===== src/sv/tapd_pkg.sv =====
package tapd_pkg;

    localparam int LANES    = 4;
    localparam int SAMPLE_W = 12;
    localparam int DIM_W    = 11;
    localparam int CFG_IDX_W = 2;

    localparam int DEF_MAX_TILE_WIDTH  = 1024;
    localparam int DEF_MAX_TILE_HEIGHT = 1024;

    // register indexes
    localparam logic [CFG_IDX_W-1:0] CFG_TILE_WIDTH  = 2'd0;
    localparam logic [CFG_IDX_W-1:0] CFG_TILE_HEIGHT = 2'd1;
    localparam logic [CFG_IDX_W-1:0] CFG_DECODE_MODE = 2'd2;

    // position info of one item, shared by all lanes
    typedef struct packed {
        logic             raw;   // first item of the tile
        logic             row0;  // first slice row
        logic             col0;  // first column
        logic             last;  // final item of the tile
        logic [LANES-1:0] act;   // slice active in this row
    } t_pos_ctl;

endpackage


===== src/sv/tapd_pos.sv =====
module tapd_pos #(
    parameter int MAX_TILE_WIDTH  = tapd_pkg::DEF_MAX_TILE_WIDTH,
    parameter int MAX_TILE_HEIGHT = tapd_pkg::DEF_MAX_TILE_HEIGHT,
    parameter int CW              = $clog2(MAX_TILE_WIDTH + 1)
) (
    input  logic                                i_clk,
    input  logic                                i_rst_n,
    input  logic                                i_cfg_we,
    input  logic [tapd_pkg::CFG_IDX_W-1:0]      i_cfg_addr,
    input  logic [tapd_pkg::DIM_W-1:0]          i_cfg_wdata,
    input  logic                                i_accept,
    output logic [CW-1:0]                       o_col,
    output tapd_pkg::t_pos_ctl                  o_ctl,
    output logic                                o_decode
);

    localparam int HW    = $clog2(MAX_TILE_HEIGHT + 1);
    localparam int SROWS = (MAX_TILE_HEIGHT + 3) / 4;
    localparam int RW    = $clog2(SROWS + 1);

    logic [tapd_pkg::DIM_W-1:0] r_width, r_height;
    logic                       r_decode;
    logic [CW-1:0]              r_col, n_col;
    logic [RW-1:0]              r_row, n_row;

    logic [CW-1:0] w;
    logic [HW-1:0] h;
    logic [RW-1:0] srows;
    logic [1:0]    rem;
    logic          col_end, row_end;

    // clamp geometry: zero acts as one, saturate at the maximum
    always_comb begin
        if (r_width == '0) begin
            w = CW'(1);
        end else if (32'(r_width) > 32'(MAX_TILE_WIDTH)) begin
            w = CW'(MAX_TILE_WIDTH);
        end else begin
            w = CW'(r_width);
        end
        if (r_height == '0) begin
            h = HW'(1);
        end else if (32'(r_height) > 32'(MAX_TILE_HEIGHT)) begin
            h = HW'(MAX_TILE_HEIGHT);
        end else begin
            h = HW'(r_height);
        end
    end

    assign srows   = RW'((32'(h) + 32'd3) >> 2);
    assign rem     = 2'(h);
    assign col_end = (r_col == w - CW'(1));
    assign row_end = (r_row == srows - RW'(1));

    always_comb begin
        o_ctl.raw  = (r_col == '0) && (r_row == '0);
        o_ctl.row0 = (r_row == '0);
        o_ctl.col0 = (r_col == '0);
        o_ctl.last = col_end && row_end;
        for (int k = 0; k < tapd_pkg::LANES; k++) begin
            o_ctl.act[k] = (32'(r_row) + 32'd1 < 32'(srows)) || (rem == 2'd0)
                           || (32'(rem) > k);
        end
    end

    always_comb begin
        n_col = r_col;
        n_row = r_row;
        if (i_accept) begin
            if (col_end) begin
                n_col = '0;
                n_row = row_end ? '0 : r_row + RW'(1);
            end else begin
                n_col = r_col + CW'(1);
            end
        end
        // geometry write restarts the tile
        if (i_cfg_we && (i_cfg_addr == tapd_pkg::CFG_TILE_WIDTH ||
                         i_cfg_addr == tapd_pkg::CFG_TILE_HEIGHT)) begin
            n_col = '0;
            n_row = '0;
        end
    end

    always_ff @(posedge i_clk) begin
        if (!i_rst_n) begin
            r_width  <= tapd_pkg::DIM_W'(1);
            r_height <= tapd_pkg::DIM_W'(1);
            r_decode <= 1'b0;
            r_col    <= '0;
            r_row    <= '0;
        end else begin
            r_col <= n_col;
            r_row <= n_row;
            if (i_cfg_we) begin
                unique case (i_cfg_addr)
                    tapd_pkg::CFG_TILE_WIDTH:  r_width  <= i_cfg_wdata;
                    tapd_pkg::CFG_TILE_HEIGHT: r_height <= i_cfg_wdata;
                    tapd_pkg::CFG_DECODE_MODE: r_decode <= i_cfg_wdata[0];
                    default: ;
                endcase
            end
        end
    end

    assign o_col    = r_col;
    assign o_decode = r_decode;

endmodule


===== config.mk =====
export PLATFORM = sky130hd
export DESIGN_NAME = tapd_pos
export DESIGN_NICKNAME = d
export VERILOG_FILES = /design/src/sv/tapd_pkg.sv /design/src/sv/tapd_pos.sv
export SDC_FILE = /design/constraint.sdc
export NUM_CORES = 1
export LEC_CHECK = 0
export ABC_CLOCK_PERIOD_IN_PS = 5250
export BUFFER_PORTS_ARGS = -buffer_cell sky130_fd_sc_hd__buf_4
export CAP_MARGIN = 40
export CELL_PAD_IN_SITES_DETAIL_PLACEMENT = 1
export CELL_PAD_IN_SITES_GLOBAL_PLACEMENT = 1
export CORE_MARGIN = 3
export CORE_UTILIZATION = 28
export CTS_CLUSTER_DIAMETER = 150
export DETAILED_ROUTE_END_ITERATION = 6
export PLACE_DENSITY = 0.64
export SLEW_MARGIN = 40
export SYNTH_ARGS = -nofsm -noshare
export SYNTH_HDL_FRONTEND = slang
export SYNTH_SLANG_ARGS = --single-unit

===== constraint.sdc =====
create_clock -name i_clk -period 5.25 [get_ports i_clk]
set_input_delay 1.3125 -clock i_clk [delete_from_list [all_inputs] [get_ports i_clk]]
set_output_delay 1.3125 -clock i_clk [all_outputs]
set_load 0.05 [all_outputs]

Yosys cells after proc, flatten, opt, wreduce, memory -nomap -nowiden --
Cells that the tools add are included.
Word-level totals: register bits after elaboration 43, output and inout port bits 20, input bits 17, logic and storage cells 47
Cells by class: muxes and demuxes 6, reductions and logical operators 19, order comparisons 6, eq/ne operators 4, $add $sub $neg 6, bitwise gates (word level) 1
Operator list (count):
- two-way mux 11 bit | 5
- logical NOT 11 bit | 3
- > comparator 11 bit (second input constant) | 2
- adder 11 x 1 -> 11 bit (second input constant) | 1
- adder 11 x 2 -> 11 bit (second input constant) | 1
- == test 11 bit | 1
- subtractor 11 x 1 -> 11 bit (second input constant) | 1
- adder 9 x 1 -> 10 bit (second input constant) | 1
- less-than comparator 10 x 9 -> 1 bit | 1
- adder 9 x 1 -> 9 bit (second input constant) | 1
- == test 9 bit | 1
- logical NOT 9 bit | 1
- two-way mux 9 bit | 1
- subtractor 9 x 1 -> 9 bit (second input constant) | 1
- AND reduction 2 bit | 4
- logical OR 1 bit | 5
- > comparator 2 x 1 -> 1 bit (second input constant) | 2
- logical NOT 2 bit | 2
- logical AND 1 bit | 3
- == test 2 x 1 -> 1 bit (second input constant) | 1
- == test 2 bit (second input constant) | 1
- > comparator 2 bit (second input constant) | 1
- OR reduction 2 bit | 1
- NOT 1 bit | 1

Longest topological paths before layout --
depth in word-level cells 7, mapped depth 15, depth with buffers taken out 14

Worst setup path after synthesis --
Ideal clock, no wire load.
kind flip-flop to output port, from register r_width[2] (netlist bit), to output o_ctl[4] (netlist bit), setup slack 0.333 ns, buffers on the path 2, stages on the path, launching flop included 14, arrival 3.604 ns, required time 3.938 ns, cell sequence dfxtp_1 -> buf_4 -> or3_1 -> nor4_1 -> o21ai_0 -> ha_1 -> clkbuf_1 -> inv_1 -> a21oi_1 -> o22ai_1 -> or3b_2 -> a211o_2 -> a21o_1 -> nor2_1
RTL lines:
- start, declared | RTL line tapd_pos.sv:21 | logic [tapd_pkg::DIM_W-1:0] r_width, r_height;
- start signal, assigned | RTL line tapd_pos.sv:87 | r_width <= tapd_pkg::DIM_W'(1);
- start signal, assigned | RTL line tapd_pos.sv:97 | tapd_pkg::CFG_TILE_WIDTH: r_width <= i_cfg_wdata;
- end, declared | RTL line tapd_pos.sv:13 | output tapd_pkg::t_pos_ctl o_ctl,

==> metrics list <==
* Fill cells: 1,479
- After clock tree synthesis, the flow added hold-fix buffers numbering 0.
- Synthesis produced a netlist whose cell count is 445.
* Cell type contributing the most total cell area after synthesis: sky130_fd_sc_hd__dfxtp_1
- The critical path in this run is classified as register to output port.
- Ranked by total cell area, the synthesized netlist is headed by sky130_fd_sc_hd__dfxtp_1, sky130_fd_sc_hd__mux2i_1, sky130_fd_sc_hd__ha_1.
* CTS buffer count: 5
- Die Outline Area: 0.0140 mm²
* Worst slack after detailed placement: 0.483 ns
- Registers take 861 µm².
* Peak per-stage delay on the critical path: 0.44 ns
- After detailed routing, the number of remaining DRC violations is 0.
- Post-synthesis cell type count: 79
- Effective utilization at floorplan: 29.0%
- Along the worst hold path, the cell count comes to 2.
- Gr ovfl total: 0
* Final weighted congestion in routability-driven placement: 0.903
- The H-tree was split into 2 levels.
- Gr usage total: 15.1%
- Static timing analysis puts the maximum clock frequency at 201 MHz.
- Largest fanout on the critical path: 13
- Final slew viol count: 0
- The signal on the critical path passes through nor4_2, nand3_1, nand2_1, o21ai_0, ha_1, nor4bb_1, a21o_1, a31o_2, or3_1, a221oi_1, o211ai_2, nor2_1, buf_4.
- Worst-case hold slack: 0.520 ns
* Largest net degree at the start of global routing: 26
- Power comes to 934 µW.
* Final min period: 4.99 ns
- For this design the ratio of total power to cell area is 229 mW/mm².
* Worst-Margin Slew: 0.718 ns
- Synth Warn #: 0
* Overall die height: 118 µm
- The worst register-to-register path begins at r_width[2].
- Average wire length per cell after detail routing: 16.7 µm
- Across all register-to-register paths, the minimum setup slack is 1.45 ns.
* Via-per-instance ratio: 5.23
* TritonCTS clock tree: yes
- Class of the tightest hold or removal check: register to register
- The worst pin sits at a relative slew slack of 52.1%.
- Max-cap violations in this run came to 0.
* Required time of the critical path: 3.94 ns
- In this run the tool buffered the top-level ports with 35 buffer cells.
- Synthesized cell area: 0.00353 mm²
- The finished layout holds 636 standard cells, fillers aside.
* Data arrival time of the critical path: 3.67 ns
- Clock Skews: 0.0111 ns
- I/O pins: 37
- For the worst flop-to-flop path, the logic depth is 12.
* Share of async-settable or async-resettable flops after synthesis: 0%
- Sequential cell area fraction in the yosys report: 24.4%
- The run finished with clean final reports.
* Layout cell share with drive strength beyond 1: 16.5%
- The routed layout has 3,329 vias.
- The count of nets left with antenna violations once routing finished came out at 0.
- STA classifies the critical path startpoint as a register.
- When the netlist entered floorplanning its net count stood at 477.
- The path with the worst hold slack has its endpoint at o_decode.
- The first detailed-routing pass ran for 4 iterations.
* Number of nets at the end of the flow: 499
- Cell count after placement: 624
* Combined area of the multi-input logic cells: 0.00243 mm²
- Clock root buffer master: sky130_fd_sc_hd__clkbuf_16
- For this design, the sink count on the clock tree is 43.
- Via count of the first global-routing pass: 3,350
* Static Leakage: 0.00155 µW
- Compared with the post-synthesis result, the final layout area differs by 15.4%.
* Most common cell after layout, fill and taps aside: sky130_fd_sc_hd__buf_4
- The startpoint identified for the worst hold timing path is o_decode.
* Core Region: 0.0122 mm²
* Peak ir drop on the vdd network: 106 µV
- The top cell types in the final layout, fill and taps aside, are sky130_fd_sc_hd__buf_4, sky130_fd_sc_hd__dfxtp_1, sky130_fd_sc_hd__nand2_1, sky130_fd_sc_hd__nor2_1, sky130_fd_sc_hd__mux2i_1.
- Counting along the longest clock path gives a buffer depth of 2.
* Hpwl dp: 8300 µm
- Dominant synthesized flop cell: sky130_fd_sc_hd__dfxtp_1
- Final clock period utilization by the worst path: 95.0%
* Final wirelength: 10,600 µm
* Highest-delay cell along the critical path: sky130_fd_sc_hd__dfxtp_1
- 0 antenna diodes ended up in the layout.
* Post-CTS clock slew at the launch and capture registers of the worst setup and hold paths: 0.06 ns
- Cell area after layout: 0.00407 mm²
- The later pin in the worst-skew pair is clocked with a latency of 0.29 ns.
- Initial antenna violation count: 0
- Setup violations remaining at the end of the flow were counted as 0.
- Counting flops with a built-in enable in the synthesized netlist gives 0.
- The detailed router finished its first iteration with 78 violations.
* Number of placement rows: 40
- Die Wd: 118 µm
* Flip-flop and latch count after synthesis: 43
- Final WS setup: 0.264 ns
* Portion of synthesized cell area occupied by the leading cell type: 24.4%
- STA classifies the critical path endpoint as an output port.
- Hold violation count in the final report: 0
- First-pass GRT wire length: 17,600 µm
* Mean cell area of the mapped netlist: 7.93 µm²
* FF-to-FF End: r_row[4]
* Cell area reported after detailed placement: 0.00389 mm²
==> metal layers <==
metal  global-route usage (%)  wire, µm
met1                     20.0      4920
met3                     1.87       220
met2                     26.0      5370
met5                        0         0
met4                     3.66       128
==> registers in the layout (all words and copies together) (netlist names) <==
| signal | count |
|---|---|
| r_row | 9 |
| o_col | 11 |
| r_width | 11 |
| r_height | 11 |
| o_decode | 1 |
==> metrics by stage <==
stage,util [%],TNS [ns]
floorplan,-,0
global placement,31.9,0
detailed placement,32.0,0
CTS,33.1,0
global route,33.5,-0.0409
finish,33.5,0
==> critical path, delay by kind of cell (launching register included) <==
family | cells | cell delay, ns
and+or+nand+nor | 6 | 1.29
buffers and inverters | 1 | 0.21
adders and majority gates | 1 | 0.32
AOI/OAI and AO/OA | 5 | 1.13
DFF | 1 | 0.44
==> cell usage after synthesis, types with 5 or more instances <==
cell / number
sky130_fd_sc_hd__o22ai_1: 5
sky130_fd_sc_hd__a21oi_1: 13
sky130_fd_sc_hd__inv_1: 23
sky130_fd_sc_hd__ha_1: 15
sky130_fd_sc_hd__mux2i_1: 25
sky130_fd_sc_hd__xnor2_1: 16
sky130_fd_sc_hd__nand2_1: 32
sky130_fd_sc_hd__xor2_1: 13
sky130_fd_sc_hd__buf_4: 5
sky130_fd_sc_hd__nor4_1: 7
sky130_fd_sc_hd__o21ai_0: 13
sky130_fd_sc_hd__dfxtp_1: 43
sky130_fd_sc_hd__nand4_1: 10
sky130_fd_sc_hd__o211ai_1: 9
sky130_fd_sc_hd__a31oi_1: 7
sky130_fd_sc_hd__clkbuf_1: 14
sky130_fd_sc_hd__nor3_1: 12
sky130_fd_sc_hd__nor2_1: 33
sky130_fd_sc_hd__nand3_1: 16
sky130_fd_sc_hd__nor2b_1: 23
sky130_fd_sc_hd__o21a_1: 7
sky130_fd_sc_hd__and3_1: 7
==> what timing repair did <==
action | 4_1_cts | 5_1_grt
resized for setup | 0 | 3
endpoints found under the setup margin | 0 | 1
setup buffers | 0 | 4
==> area by class of cell <==
cell class	instances	share of cell area, %
multi-input cells	347	59.7
inverters	26	2.40
clock buffers	6	3.16
repair buffers	44	8.11
well taps	168	5.16
clock inverters	2	0.307
flip-flops and latches	43	21.1
==> logic make-up after synthesis <==
group,count (synthesis),share of synthesized area [%]
and+or+nand+nor,179,28.2
AOI/OAI and AO/OA,96,19.9
buffers and inverters,55,7.20
DFF,43,24.4
xor gates and xnor gates,29,7.20
muxes,27,7.73
adders and majority gates,15,5.32
other,1,0.106
==> worst max path at each step <==
stage / slack (ns) / from / to
2_1_floorplan: 0.33 / r_width[2] / o_ctl[4]
3_3_place_gp: 0.57 / r_width[2] / o_ctl[4]
3_5_place_dp: 0.48 / r_width[2] / o_ctl[4]
4_1_cts: 0.15 / r_width[2] / o_ctl[4]
5_1_grt: -0.04 / r_height[5] / o_ctl[4]
6_report: 0.26 / r_height[5] / o_ctl[4]
==> power breakdown <==
part	internal, µW	switching, µW	leakage, µW	total (µW)
registers	334	15.2	0.000348	349
clock network	176	130	0.0000669	306
logic	113	166	0.00114	278
No activity file was read; power rests on OpenSTA's default activity.
